`config.mk`:
```
export PLATFORM = sky130hd
export DESIGN_NAME = chunked_work_dispenser_flat
export DESIGN_NICKNAME = d
export VERILOG_FILES = /design/src/hw/rtl/cwd_pkg.sv /design/src/hw/rtl/cwd_if.sv /design/src/hw/rtl/chunked_work_dispenser.sv /design/src/hw/rtl/cwd_front.sv /design/src/hw/rtl/cwd_fifo.sv /design/src/hw/rtl/cwd_back.sv /design/src/flat_wrapper.sv
export SDC_FILE = /design/constraint.sdc
export NUM_CORES = 2
export LEC_CHECK = 0
export ABC_AREA = 1
export BUFFER_PORTS_ARGS = -buffer_cell sky130_fd_sc_hd__buf_4
export CAP_MARGIN = 25
export CELL_PAD_IN_SITES_DETAIL_PLACEMENT = 1
export CELL_PAD_IN_SITES_GLOBAL_PLACEMENT = 2
export CORE_MARGIN = 2
export CORE_UTILIZATION = 34
export DETAILED_ROUTE_END_ITERATION = 8
export PLACE_DENSITY_LB_ADDON = 0.1
export SLEW_MARGIN = 20
export SYNTH_ARGS = -nofsm -noshare
export SYNTH_HDL_FRONTEND = slang
export SYNTH_SLANG_ARGS = --single-unit
```
`constraint.sdc`:
```
create_clock -name clock -period 23.3 [get_ports clock]
set_input_delay 1.165 -clock clock [delete_from_list [all_inputs] [get_ports clock]]
set_output_delay 1.165 -clock clock [all_outputs]
set_load 0.02 [all_outputs]
```
`src/hw/rtl/cwd_pkg.sv`:
```
// Shared types and constants of the chunked work dispenser.
package cwd_pkg;

   typedef enum logic [1:0] {
      KIND_START = 2'd0,
      KIND_WORK  = 2'd1,
      KIND_BATCH = 2'd2,
      KIND_FINAL = 2'd3
   } req_kind_type;

   localparam int MAX_ACTIVE     = 15;
   localparam int SHARD_SEL_BITS = 4;
   localparam int CHUNK_BITS     = 32;
   localparam int PORT_IDX_BITS  = 48;
   localparam int WIDE_BITS      = 64;
   localparam int WORKER_BITS    = 11;
   localparam int SLOT_COUNT     = 2;

   localparam logic [WORKER_BITS-1:0] FINALS_MAX    = 11'd1024;
   localparam logic [WORKER_BITS-1:0] WORKERS_RESET = 11'd1;
   localparam logic [3:0]             ACTIVE_RESET  = 4'd1;

   localparam logic CSR_ACTIVE_SHARDS = 1'b0;
   localparam logic CSR_WORKER_COUNT  = 1'b1;

   typedef struct packed {
      req_kind_type              kind;
      logic                      bad;
      logic [SHARD_SEL_BITS-1:0] shard;
      logic [SHARD_SEL_BITS-1:0] in_use;
      logic                      live;
   } work_ctrl_type;

endpackage

```
`src/hw/rtl/cwd_if.sv`:
```
// Request and response channel interfaces of the chunked work dispenser.
interface cwd_req_if;
   logic        valid;
   logic        ready;
   logic [1:0]  req_type;
   logic [7:0]  shard_index;
   logic [47:0] range_first;
   logic [47:0] range_last;
   logic [31:0] chunk_step;

   modport source (output valid, req_type, shard_index, range_first, range_last,
                   chunk_step, input ready);
   modport sink (input valid, req_type, shard_index, range_first, range_last,
                 chunk_step, output ready);
endinterface

interface cwd_rsp_if;
   logic        valid;
   logic        ready;
   logic        granted;
   logic [47:0] chunk_first;
   logic [47:0] chunk_last;
   logic        bad_shard;
   logic [10:0] done_workers;
   logic [31:0] batches_seen;
   logic        search_done;

   modport source (output valid, granted, chunk_first, chunk_last, bad_shard,
                   done_workers, batches_seen, search_done, input ready);
   modport sink (input valid, granted, chunk_first, chunk_last, bad_shard,
                 done_workers, batches_seen, search_done, output ready);
endinterface

```
`src/hw/rtl/chunked_work_dispenser.sv`:
```
// Top level of the chunked work dispenser: front end, queue, back end and CSRs.
//
// Every request word gives exactly one response word, in order. A start-search word
// loads the first active_shards shard queues (at most SHARD_QUEUES, and never more than
// 15) with range and chunk size; a work request takes the next inclusive range from its
// shard's queue; hit and final hit batches advance the counters. The block sustains one
// word per cycle while responses are taken. An accepted request enters the two-slot queue;
// once it heads the queue, the back end's queue read, chunk add, end compare and
// write-back on register storage complete into the response register. A stalled
// response holds the back end, and the input stalls once the queue holds two words
// behind it. Configuration (active_shards at 0x0, worker_count at 0x4) is to be written
// by the user only while no response is outstanding; the block does not enforce it.
module chunked_work_dispenser
   import cwd_pkg::*;
#(
   parameter int SHARD_QUEUES = 8,
   parameter int INDEX_BITS   = 48
) (
   input  logic        clock,
   input  logic        reset,
   cwd_req_if.sink     req,
   cwd_rsp_if.source   rsp,
   input  logic        csr_psel,
   input  logic        csr_penable,
   input  logic        csr_pwrite,
   input  logic [2:0]  csr_paddr,
   input  logic [31:0] csr_pwdata,
   output logic [31:0] csr_prdata,
   output logic        csr_pready
);

   localparam int ENTRY_BITS = $bits(work_ctrl_type) + 2 * INDEX_BITS + CHUNK_BITS;

   logic [3:0]             active_ff, active_in;
   logic [WORKER_BITS-1:0] workers_ff, workers_in;
   logic                   csr_write;

   logic                  push_valid;
   logic                  push_ready;
   work_ctrl_type         push_ctrl;
   logic [INDEX_BITS-1:0] push_first;
   logic [INDEX_BITS-1:0] push_last;
   logic [CHUNK_BITS-1:0] push_step;
   logic                  pop_valid;
   logic                  pop_ready;
   work_ctrl_type         pop_ctrl;
   logic [INDEX_BITS-1:0] pop_first;
   logic [INDEX_BITS-1:0] pop_last;
   logic [CHUNK_BITS-1:0] pop_step;
   logic [ENTRY_BITS-1:0] push_data;
   logic [ENTRY_BITS-1:0] pop_data;

   assign csr_pready = 1'b1;
   assign csr_write  = csr_psel && csr_penable && csr_pwrite && csr_pready;

   always_comb begin
      active_in  = active_ff;
      workers_in = workers_ff;
      if (csr_write) begin
         unique case (csr_paddr[2])
            CSR_ACTIVE_SHARDS: active_in  = csr_pwdata[3:0];
            CSR_WORKER_COUNT:  workers_in = csr_pwdata[WORKER_BITS-1:0];
            default: begin
            end
         endcase
      end
   end

   always_comb begin
      unique case (csr_paddr[2])
         CSR_ACTIVE_SHARDS: csr_prdata = 32'(active_ff);
         CSR_WORKER_COUNT:  csr_prdata = 32'(workers_ff);
         default:           csr_prdata = '0;
      endcase
   end

   always_ff @(posedge clock) begin
      if (reset) begin
         active_ff  <= ACTIVE_RESET;
         workers_ff <= WORKERS_RESET;
      end else begin
         active_ff  <= active_in;
         workers_ff <= workers_in;
      end
   end

   cwd_front #(
      .SHARD_QUEUES (SHARD_QUEUES),
      .INDEX_BITS   (INDEX_BITS)
   ) u_front (
      .req           (req),
      .active_shards (active_ff),
      .push_valid    (push_valid),
      .push_ready    (push_ready),
      .push_ctrl     (push_ctrl),
      .push_first    (push_first),
      .push_last     (push_last),
      .push_step     (push_step)
   );

   assign push_data = {push_ctrl, push_first, push_last, push_step};
   assign {pop_ctrl, pop_first, pop_last, pop_step} = pop_data;

   cwd_fifo #(
      .WIDTH (ENTRY_BITS)
   ) u_fifo (
      .clock      (clock),
      .reset      (reset),
      .push_valid (push_valid),
      .push_ready (push_ready),
      .push_data  (push_data),
      .pop_valid  (pop_valid),
      .pop_ready  (pop_ready),
      .pop_data   (pop_data)
   );

   cwd_back #(
      .SHARD_QUEUES (SHARD_QUEUES),
      .INDEX_BITS   (INDEX_BITS)
   ) u_back (
      .clock        (clock),
      .reset        (reset),
      .pop_valid    (pop_valid),
      .pop_ready    (pop_ready),
      .pop_ctrl     (pop_ctrl),
      .pop_first    (pop_first),
      .pop_last     (pop_last),
      .pop_step     (pop_step),
      .worker_count (workers_ff),
      .rsp          (rsp)
   );

   a_stall_holds_back : assert property (@(posedge clock) disable iff (reset)
      (rsp.valid && !rsp.ready) |-> !(pop_valid && pop_ready))
      else $error("back end advanced while a response was stalled");

   a_grant_not_bad : assert property (@(posedge clock) disable iff (reset)
      rsp.valid |-> !(rsp.granted && rsp.bad_shard))
      else $error("grant given on a bad shard");

   a_grant_order : assert property (@(posedge clock) disable iff (reset)
      (rsp.valid && rsp.granted && (INDEX_BITS <= PORT_IDX_BITS)) |->
         (rsp.chunk_first <= rsp.chunk_last))
      else $error("granted range is reversed");

   a_finals_cap : assert property (@(posedge clock) disable iff (reset)
      rsp.valid |-> (rsp.done_workers <= FINALS_MAX))
      else $error("final batch count above its cap");

endmodule

```
`src/hw/rtl/cwd_front.sv`:
```
// Front end: accepts request words, classifies them and checks the shard number.
module cwd_front
   import cwd_pkg::*;
#(
   parameter int SHARD_QUEUES = 8,
   parameter int INDEX_BITS   = 48
) (
   cwd_req_if.sink                 req,
   input  logic [3:0]              active_shards,
   output logic                    push_valid,
   input  logic                    push_ready,
   output work_ctrl_type           push_ctrl,
   output logic [INDEX_BITS-1:0]   push_first,
   output logic [INDEX_BITS-1:0]   push_last,
   output logic [CHUNK_BITS-1:0]   push_step
);

   localparam int ACTIVE_LIMIT = (SHARD_QUEUES < MAX_ACTIVE) ? SHARD_QUEUES : MAX_ACTIVE;

   logic [3:0]           in_use;
   logic [WIDE_BITS-1:0] first_wide;
   logic [WIDE_BITS-1:0] last_wide;

   assign req.ready  = push_ready;
   assign push_valid = req.valid;

   always_comb begin
      in_use     = (active_shards > 4'(ACTIVE_LIMIT)) ? 4'(ACTIVE_LIMIT) : active_shards;
      first_wide = WIDE_BITS'(req.range_first);
      last_wide  = WIDE_BITS'(req.range_last);
      push_first = first_wide[INDEX_BITS-1:0];
      push_last  = last_wide[INDEX_BITS-1:0];
      push_step  = req.chunk_step;

      push_ctrl.kind   = req_kind_type'(req.req_type);
      push_ctrl.in_use = in_use;
      push_ctrl.shard  = req.shard_index[SHARD_SEL_BITS-1:0];
      push_ctrl.bad    = (req_kind_type'(req.req_type) == KIND_WORK) &&
                         (req.shard_index >= 8'(in_use));
      push_ctrl.live   = push_first <= push_last;
   end

endmodule

```
`src/hw/rtl/cwd_fifo.sv`:
```
// Two-slot queue between the front end and the back end.
module cwd_fifo
   import cwd_pkg::*;
#(
   parameter int WIDTH = 1
) (
   input  logic             clock,
   input  logic             reset,
   input  logic             push_valid,
   output logic             push_ready,
   input  logic [WIDTH-1:0] push_data,
   output logic             pop_valid,
   input  logic             pop_ready,
   output logic [WIDTH-1:0] pop_data
);

   localparam int PTR_BITS   = (SLOT_COUNT > 1) ? $clog2(SLOT_COUNT) : 1;
   localparam int COUNT_BITS = $clog2(SLOT_COUNT + 1);

   logic [WIDTH-1:0]      slot_ff [SLOT_COUNT];
   logic [PTR_BITS-1:0]   wr_ptr_ff, wr_ptr_in;
   logic [PTR_BITS-1:0]   rd_ptr_ff, rd_ptr_in;
   logic [COUNT_BITS-1:0] count_ff, count_in;
   logic                  push;
   logic                  pop;

   assign push_ready = count_ff != COUNT_BITS'(SLOT_COUNT);
   assign pop_valid  = count_ff != '0;
   assign pop_data   = slot_ff[rd_ptr_ff];
   assign push       = push_valid && push_ready;
   assign pop        = pop_valid && pop_ready;

   always_comb begin
      wr_ptr_in = wr_ptr_ff;
      rd_ptr_in = rd_ptr_ff;
      if (push) begin
         wr_ptr_in = (wr_ptr_ff == PTR_BITS'(SLOT_COUNT - 1)) ? '0 : wr_ptr_ff + 1'b1;
      end
      if (pop) begin
         rd_ptr_in = (rd_ptr_ff == PTR_BITS'(SLOT_COUNT - 1)) ? '0 : rd_ptr_ff + 1'b1;
      end
      count_in = count_ff + COUNT_BITS'(push) - COUNT_BITS'(pop);
   end

   always_ff @(posedge clock) begin
      if (reset) begin
         wr_ptr_ff <= '0;
         rd_ptr_ff <= '0;
         count_ff  <= '0;
      end else begin
         wr_ptr_ff <= wr_ptr_in;
         rd_ptr_ff <= rd_ptr_in;
         count_ff  <= count_in;
      end
   end

   always_ff @(posedge clock) begin
      if (push) begin
         slot_ff[wr_ptr_ff] <= push_data;
      end
   end

endmodule

```
`src/hw/rtl/cwd_back.sv`:
```
// Back end: shard queues, hit counters and the response register.
module cwd_back
   import cwd_pkg::*;
#(
   parameter int SHARD_QUEUES = 8,
   parameter int INDEX_BITS   = 48
) (
   input  logic                   clock,
   input  logic                   reset,
   input  logic                   pop_valid,
   output logic                   pop_ready,
   input  work_ctrl_type          pop_ctrl,
   input  logic [INDEX_BITS-1:0]  pop_first,
   input  logic [INDEX_BITS-1:0]  pop_last,
   input  logic [CHUNK_BITS-1:0]  pop_step,
   input  logic [WORKER_BITS-1:0] worker_count,
   cwd_rsp_if.source              rsp
);

   localparam int QUEUE_DEPTH = (SHARD_QUEUES < MAX_ACTIVE) ? SHARD_QUEUES : MAX_ACTIVE;
   localparam int QIDX_BITS   = (QUEUE_DEPTH > 1) ? $clog2(QUEUE_DEPTH) : 1;
   localparam int SUM_BITS    = ((INDEX_BITS > CHUNK_BITS) ? INDEX_BITS : CHUNK_BITS) + 1;

   logic [INDEX_BITS-1:0]  next_start_ff [QUEUE_DEPTH];
   logic [INDEX_BITS-1:0]  next_start_in [QUEUE_DEPTH];
   logic [INDEX_BITS-1:0]  queue_end_ff  [QUEUE_DEPTH];
   logic [INDEX_BITS-1:0]  queue_end_in  [QUEUE_DEPTH];
   logic [CHUNK_BITS-1:0]  queue_chunk_ff [QUEUE_DEPTH];
   logic [CHUNK_BITS-1:0]  queue_chunk_in [QUEUE_DEPTH];
   logic [QUEUE_DEPTH-1:0] queue_live_ff, queue_live_in;
   logic [WORKER_BITS-1:0] finals_ff, finals_in;
   logic [CHUNK_BITS-1:0]  batch_ff, batch_in;

   logic                      rsp_valid_ff, rsp_valid_in;
   logic                      granted_ff, granted_in;
   logic [PORT_IDX_BITS-1:0]  chunk_first_ff, chunk_first_in;
   logic [PORT_IDX_BITS-1:0]  chunk_last_ff, chunk_last_in;
   logic                      bad_ff, bad_in;
   logic [WORKER_BITS-1:0]    done_ff;
   logic [CHUNK_BITS-1:0]     batches_ff;
   logic                      search_done_ff, search_done_in;

   logic                  fire;
   logic [QIDX_BITS-1:0]  sel;
   logic [INDEX_BITS-1:0] cur_start;
   logic [INDEX_BITS-1:0] cur_end;
   logic [SUM_BITS-1:0]   sum;
   logic [SUM_BITS-1:0]   sum_plus;
   logic                  sat;
   logic [INDEX_BITS-1:0] range_end;
   logic                  clip;
   logic [INDEX_BITS-1:0] grant_last;
   logic [WIDE_BITS-1:0]  first_wide;
   logic [WIDE_BITS-1:0]  last_wide;

   assign pop_ready = !rsp_valid_ff || rsp.ready;
   assign fire      = pop_valid && pop_ready;
   assign sel       = pop_ctrl.shard[QIDX_BITS-1:0];

   // chunk arithmetic: saturate the sum, clip to the queue end
   always_comb begin
      cur_start  = next_start_ff[sel];
      cur_end    = queue_end_ff[sel];
      sum        = SUM_BITS'(cur_start) + SUM_BITS'(queue_chunk_ff[sel]);
      sum_plus   = SUM_BITS'(cur_start) + SUM_BITS'(queue_chunk_ff[sel]) + SUM_BITS'(1);
      sat        = |sum[SUM_BITS-1:INDEX_BITS];
      range_end  = sat ? '1 : sum[INDEX_BITS-1:0];
      clip       = range_end >= cur_end;
      grant_last = clip ? cur_end : range_end;
      first_wide = WIDE_BITS'(cur_start);
      last_wide  = WIDE_BITS'(grant_last);
   end

   always_comb begin
      next_start_in  = next_start_ff;
      queue_end_in   = queue_end_ff;
      queue_chunk_in = queue_chunk_ff;
      queue_live_in  = queue_live_ff;
      finals_in      = finals_ff;
      batch_in       = batch_ff;
      granted_in     = 1'b0;
      chunk_first_in = '0;
      chunk_last_in  = '0;
      bad_in         = 1'b0;

      case (pop_ctrl.kind)
         KIND_START: begin
            for (int i = 0; i < QUEUE_DEPTH; i++) begin
               if (4'(i) < pop_ctrl.in_use) begin
                  next_start_in[i]  = pop_first;
                  queue_end_in[i]   = pop_last;
                  queue_chunk_in[i] = pop_step;
                  queue_live_in[i]  = pop_ctrl.live;
               end
            end
            finals_in = '0;
            batch_in  = '0;
         end
         KIND_WORK: begin
            if (pop_ctrl.bad) begin
               bad_in = 1'b1;
            end else if (queue_live_ff[sel]) begin
               granted_in     = 1'b1;
               chunk_first_in = first_wide[PORT_IDX_BITS-1:0];
               chunk_last_in  = last_wide[PORT_IDX_BITS-1:0];
               if (clip) begin
                  queue_live_in[sel] = 1'b0;
               end else begin
                  next_start_in[sel] = sum_plus[INDEX_BITS-1:0];
               end
            end
         end
         KIND_BATCH, KIND_FINAL: begin
            if (batch_ff != '1) begin
               batch_in = batch_ff + 1'b1;
            end
            if ((pop_ctrl.kind == KIND_FINAL) && (finals_ff < FINALS_MAX)) begin
               finals_in = finals_ff + 1'b1;
            end
         end
         default: begin
         end
      endcase

      search_done_in = finals_in >= worker_count;
      rsp_valid_in   = fire ? 1'b1 : (rsp.ready ? 1'b0 : rsp_valid_ff);
   end

   always_ff @(posedge clock) begin
      if (reset) begin
         queue_live_ff <= '0;
         finals_ff     <= '0;
         batch_ff      <= '0;
         rsp_valid_ff  <= 1'b0;
      end else begin
         rsp_valid_ff <= rsp_valid_in;
         if (fire) begin
            queue_live_ff <= queue_live_in;
            finals_ff     <= finals_in;
            batch_ff      <= batch_in;
         end
      end
   end

   always_ff @(posedge clock) begin
      if (fire) begin
         next_start_ff  <= next_start_in;
         queue_end_ff   <= queue_end_in;
         queue_chunk_ff <= queue_chunk_in;
         granted_ff     <= granted_in;
         chunk_first_ff <= chunk_first_in;
         chunk_last_ff  <= chunk_last_in;
         bad_ff         <= bad_in;
         done_ff        <= finals_in;
         batches_ff     <= batch_in;
         search_done_ff <= search_done_in;
      end
   end

   assign rsp.valid        = rsp_valid_ff;
   assign rsp.granted      = granted_ff;
   assign rsp.chunk_first  = chunk_first_ff;
   assign rsp.chunk_last   = chunk_last_ff;
   assign rsp.bad_shard    = bad_ff;
   assign rsp.done_workers = done_ff;
   assign rsp.batches_seen = batches_ff;
   assign rsp.search_done  = search_done_ff;

endmodule
```
`src/flat_wrapper.sv`:
```
// flat-port wrapper written by rule: the top's interface ports become plain ports
module chunked_work_dispenser_flat import cwd_pkg::*;
#(
   parameter int SHARD_QUEUES = 8,
   parameter int INDEX_BITS   = 48
)
  (clock, reset, csr_psel, csr_penable, csr_pwrite, csr_paddr, csr_pwdata, csr_prdata, csr_pready, req_valid, req_req_type, req_shard_index, req_range_first, req_range_last, req_chunk_step, req_ready, rsp_valid, rsp_granted, rsp_chunk_first, rsp_chunk_last, rsp_bad_shard, rsp_done_workers, rsp_batches_seen, rsp_search_done, rsp_ready);
  cwd_req_if req_i ();
  cwd_rsp_if rsp_i ();
  input  logic clock;
  input  logic reset;
  input  logic csr_psel;
  input  logic csr_penable;
  input  logic csr_pwrite;
  input  logic [2:0] csr_paddr;
  input  logic [31:0] csr_pwdata;
  output logic [31:0] csr_prdata;
  output logic csr_pready;
  input wire logic [$bits(req_i.valid)-1:0] req_valid;
  input wire logic [$bits(req_i.req_type)-1:0] req_req_type;
  input wire logic [$bits(req_i.shard_index)-1:0] req_shard_index;
  input wire logic [$bits(req_i.range_first)-1:0] req_range_first;
  input wire logic [$bits(req_i.range_last)-1:0] req_range_last;
  input wire logic [$bits(req_i.chunk_step)-1:0] req_chunk_step;
  output wire logic [$bits(req_i.ready)-1:0] req_ready;
  output wire logic [$bits(rsp_i.valid)-1:0] rsp_valid;
  output wire logic [$bits(rsp_i.granted)-1:0] rsp_granted;
  output wire logic [$bits(rsp_i.chunk_first)-1:0] rsp_chunk_first;
  output wire logic [$bits(rsp_i.chunk_last)-1:0] rsp_chunk_last;
  output wire logic [$bits(rsp_i.bad_shard)-1:0] rsp_bad_shard;
  output wire logic [$bits(rsp_i.done_workers)-1:0] rsp_done_workers;
  output wire logic [$bits(rsp_i.batches_seen)-1:0] rsp_batches_seen;
  output wire logic [$bits(rsp_i.search_done)-1:0] rsp_search_done;
  input wire logic [$bits(rsp_i.ready)-1:0] rsp_ready;
  assign req_i.valid = req_valid;
  assign req_i.req_type = req_req_type;
  assign req_i.shard_index = req_shard_index;
  assign req_i.range_first = req_range_first;
  assign req_i.range_last = req_range_last;
  assign req_i.chunk_step = req_chunk_step;
  assign req_ready = req_i.ready;
  assign rsp_valid = rsp_i.valid;
  assign rsp_granted = rsp_i.granted;
  assign rsp_chunk_first = rsp_i.chunk_first;
  assign rsp_chunk_last = rsp_i.chunk_last;
  assign rsp_bad_shard = rsp_i.bad_shard;
  assign rsp_done_workers = rsp_i.done_workers;
  assign rsp_batches_seen = rsp_i.batches_seen;
  assign rsp_search_done = rsp_i.search_done;
  assign rsp_i.ready = rsp_ready;
  chunked_work_dispenser #(.SHARD_QUEUES(SHARD_QUEUES), .INDEX_BITS(INDEX_BITS)) u_core (.clock(clock), .reset(reset), .req(req_i), .rsp(rsp_i), .csr_psel(csr_psel), .csr_penable(csr_penable), .csr_pwrite(csr_pwrite), .csr_paddr(csr_paddr), .csr_pwdata(csr_pwdata), .csr_prdata(csr_prdata), .csr_pready(csr_pready));
endmodule
```
==> impl_metrics.ini <==
[run_status]
run_status = finished clean

[cells_and_area]
final_area_sq_um = 77200
seqCellArea_sq_um = 44800
drive_gt1_share_pct = 12.6
nets = 6544
nFillCells = 20878
area_growth_pct = 16.5
multiInputGateArea_sq_um = 18800

[global_route]
first_global_vias = 48315
grt-ovfl-total = 0
grt_max_degree = 68
track_usage_pct = 24.9
antenna_found_initial = 13
grt_pass1_wl_um = 353000

[clocking]
htree_levels = 4
numCtsBuffers = 172
clk_pin_slew_worst_paths_ns = 0.06
cts.sinks = 1516
cts_buffer_depth = 3
cts_resized = 0
clk_latency_ns = 0.85
cts_tree = built
cts_setup_buffers = 0
clockRootBuffer = clkbuf_16
cts_hold_buf = 0

[critical_path]
crit_arrival_ns = 13.04
r2r_setup_slack_ns = 10.70
r2r_cells = 38
worstPathMaxFanout = 59
r2r_end = u_core.u_back.next_start_ff[276]
crit_path_start_kind = register
required_ns = 23.74
worstSetupEndpointType = register
critPathSlowestCell = nor2_4
timing.critical_path.mode_cell = nand2_1
cp_slowest_stage_delay_ns = 0.87
critPathKind = reg -> reg

[drt]
drt_iter0_drc = 3998
drt_pass1_iterations = 7
vias = 47186
vias_per_cell = 5.30
wirelength_um = 250000
drc = 0
routedWlPerCell_um = 28.1
postRouteAntennaNets = 0

[logic_synthesis]
ys_seq_elements = 1516
synth_top_family_by_area = simple AND/OR/NAND/NOR gates
synth_compound_area_share_pct = 10.4
muxShareOfSynthArea_pct = 0.0151
synthFlopType = edfxtp_1
synth_simple_gate_area_share_pct = 14.0
ys_types = 62
synth-adder-area-share_pct = 2.82
syn_inst = 5855
post_synth.cell_area_avg_sq_um = 11.3
synth_edf_count = 1444
synth_area_sq_um = 66300
synth_xor_area_share_pct = 0.638
yosysWarnings = 0
async_flop_share_pct = 0
ys_seq_area_share_pct = 67.6

[sta]
maxSlewHeadroom_pct = 27.3
fin_worst_skew_ns = 0.0588
setup_viol = 0
fin_setup_tns_ns = 0
grt_setup_unrepaired = false
tightest_slew_ns = 1.09
finalCriticalPeriod_ns = 12.60
fmax_mhz = 79.3
hold_violations = 0
finalCritPeriodShare_pct = 54.1
slew_viol_final = 0

[die]
ios = 357
dieArea_sq_um = 199000
die_h_um = 446
initial_utilization_pct = 34.1
core_sq_um = 194000
die-width_um = 446
rows = 162

[job]
max_cap_viol_count = 0

[placed_design]
hpwl_um = 166000
place_area_sq_um = 71900
port_buffers = 311
gp_congestion = 0.865

[min_path]
hp-start = u_core.u_fifo.rd_ptr_ff
hp-class = reg -> reg
min_path_cells = 1
==> cell usage after synthesis (all sizes together), types with 2 or more instances <==
library cell	count	area [sq um]
and2	3	18.8
inv	514	1930
a22oi	199	1490
o211ai	9	67.6
nor4	7	43.8
nand2	1455	5500
a221oi	39	342
xnor2	9	78.8
nor3	46	262
nand3	159	806
o221ai	4	35.0
a31oi	8	50.1
clkbuf	167	627
or3	3	18.8
o22a	10	87.6
o2bb2ai	2	17.5
o21bai	4	30.0
a21oi	202	1010
dfxtp	72	1440
conb	2	7.51
xor2	35	344
o21ai	528	2650
or4	7	52.6
or2	53	332
o22ai	96	601
a21o	5	37.5
a211oi	7	52.6
ha	148	1850
o2111ai	5	43.8
clkinv	2	7.51
a21boi	2	15.0
a22o	29	254
nand3b	7	52.6
nand4	126	801
buf	83	454
o21a	7	52.6
nor2	342	1360
edfxtp	1444	43400
and3	6	37.5
==> layer usage <==
layer | part of all wire (%) | GRT usage, %
met1 | 45 | 34.5
met2 | 47 | 40.5
met5 | 0.0052 | 0
met4 | 2.7 | 6.96
met3 | 5.3 | 3.57
==> worst max path at each step <==
stage,cells past startpoint,slack (ns),end
after floorplan,10,13.13,u_core.u_back.queue_chunk_ff[64]
after global placement,38,10.62,u_core.u_back.next_start_ff[261]
after detailed placement,38,10.50,u_core.u_back.next_start_ff[261]
after CTS,38,10.44,u_core.u_back.next_start_ff[280]
after global routing,37,9.95,u_core.u_back.next_start_ff[280]
final,38,10.70,u_core.u_back.next_start_ff[276]
==> cell usage in the layout (no fill, tap or decap), drive strengths merged, types with 3 or more instances in the layout <==
master / synthesis / routed
xor2: 35 / 35
a221oi: 39 / 39
xnor2: 9 / 9
o2111ai: 5 / 5
o22a: 10 / 10
nand3: 159 / 159
nand4: 126 / 126
edfxtp: 1444 / 1444
nor4: 7 / 7
nor2: 342 / 342
o211ai: 9 / 9
o221ai: 4 / 4
ha: 148 / 148
o21bai: 4 / 4
a211oi: 7 / 7
a22o: 29 / 29
a21o: 5 / 5
o21a: 7 / 7
inv: 514 / 511
or3: 3 / 3
nand2: 1455 / 1455
o22ai: 96 / 96
nor3: 46 / 46
o21ai: 528 / 528
nand3b: 7 / 7
or4: 7 / 7
bufinv: 0 / 7
conb: 2 / 22
buf: 83 / 416
or2: 53 / 53
dfxtp: 72 / 72
and3: 6 / 6
a21oi: 202 / 202
a31oi: 8 / 8
a22oi: 199 / 199
clkinv: 2 / 78
and2: 3 / 3
clkbuf: 167 / 233
==> kinds of logic (layout without fill, tap and decap cells) <==
logic type,after synthesis,after routing
simple gates,2216,2216
flops,1516,1516
compound gates,1161,1161
buf+inv,766,1247
fa+ha+maj,149,149
xor+xnor,44,44
other cells,2,23
mux,1,1
==> final cells by class <==
type / instances / share of cell area [%]
well taps: 2542 / 4.12
diodes: 1 / 0.00324
clock inverters: 82 / 0.878
multi-input cells: 3593 / 24.3
repair buffers: 416 / 4.10
flip-flops and latches: 1516 / 58.0
clock buffers: 233 / 6.04
inverters: 516 / 2.53
==> flip-flops by register name, summed over array words and instances, names as in the netlist, named ones only <==
signal and count:
u_core.active_ff 4, u_core.u_back.batch_ff 32, u_core.u_back.finals_ff 11, u_core.u_back.next_start_ff 384, u_core.u_back.queue_chunk_ff 256, u_core.u_back.queue_end_ff 384
u_core.u_back.queue_live_ff 8, u_core.u_back.rsp.bad_shard 1, u_core.u_back.rsp.batches_seen 32, u_core.u_back.rsp.chunk_first 48, u_core.u_back.rsp.chunk_last 48, u_core.u_back.rsp.done_workers 11
u_core.u_back.rsp.granted 1, u_core.u_back.rsp.search_done 1, u_core.u_back.rsp.valid 1, u_core.u_fifo.count_ff 2, u_core.u_fifo.rd_ptr_ff 1, u_core.u_fifo.slot_ff 278
u_core.u_fifo.wr_ptr_ff 1, u_core.workers_ff 11
==> worst max-delay path, delay by kind of cell, from the launching register on <==
kind	cells	cell delay [ns]
AND/OR/NAND/NOR	21	5.06
adder cells (fa/ha/maj)	2	1.03
buffers and inverters	11	3.79
AO/OA/AOI/OAI	4	1.31
flip-flops	1	0.74
==> through the flow <==
stage | hold slack (ns) | std cells | setup slack [ns] | utilization (%)
global route | 0.459 | 8899 | 9.95 | 39.7
finish | 0.457 | 8899 | 10.70 | 39.7
detailed placement | 0.452 | 8581 | 10.50 | 37.0
global placement | 0.426 | 8580 | 10.62 | 37.0
floorplan | 0.425 | 5875 | 13.13 | -
CTS | 0.441 | 8896 | 10.44 | 39.7
Power is left out: the tool's default activity adds up to more than one toggle a clock period on the data nets, which glitch-free logic cannot reach.
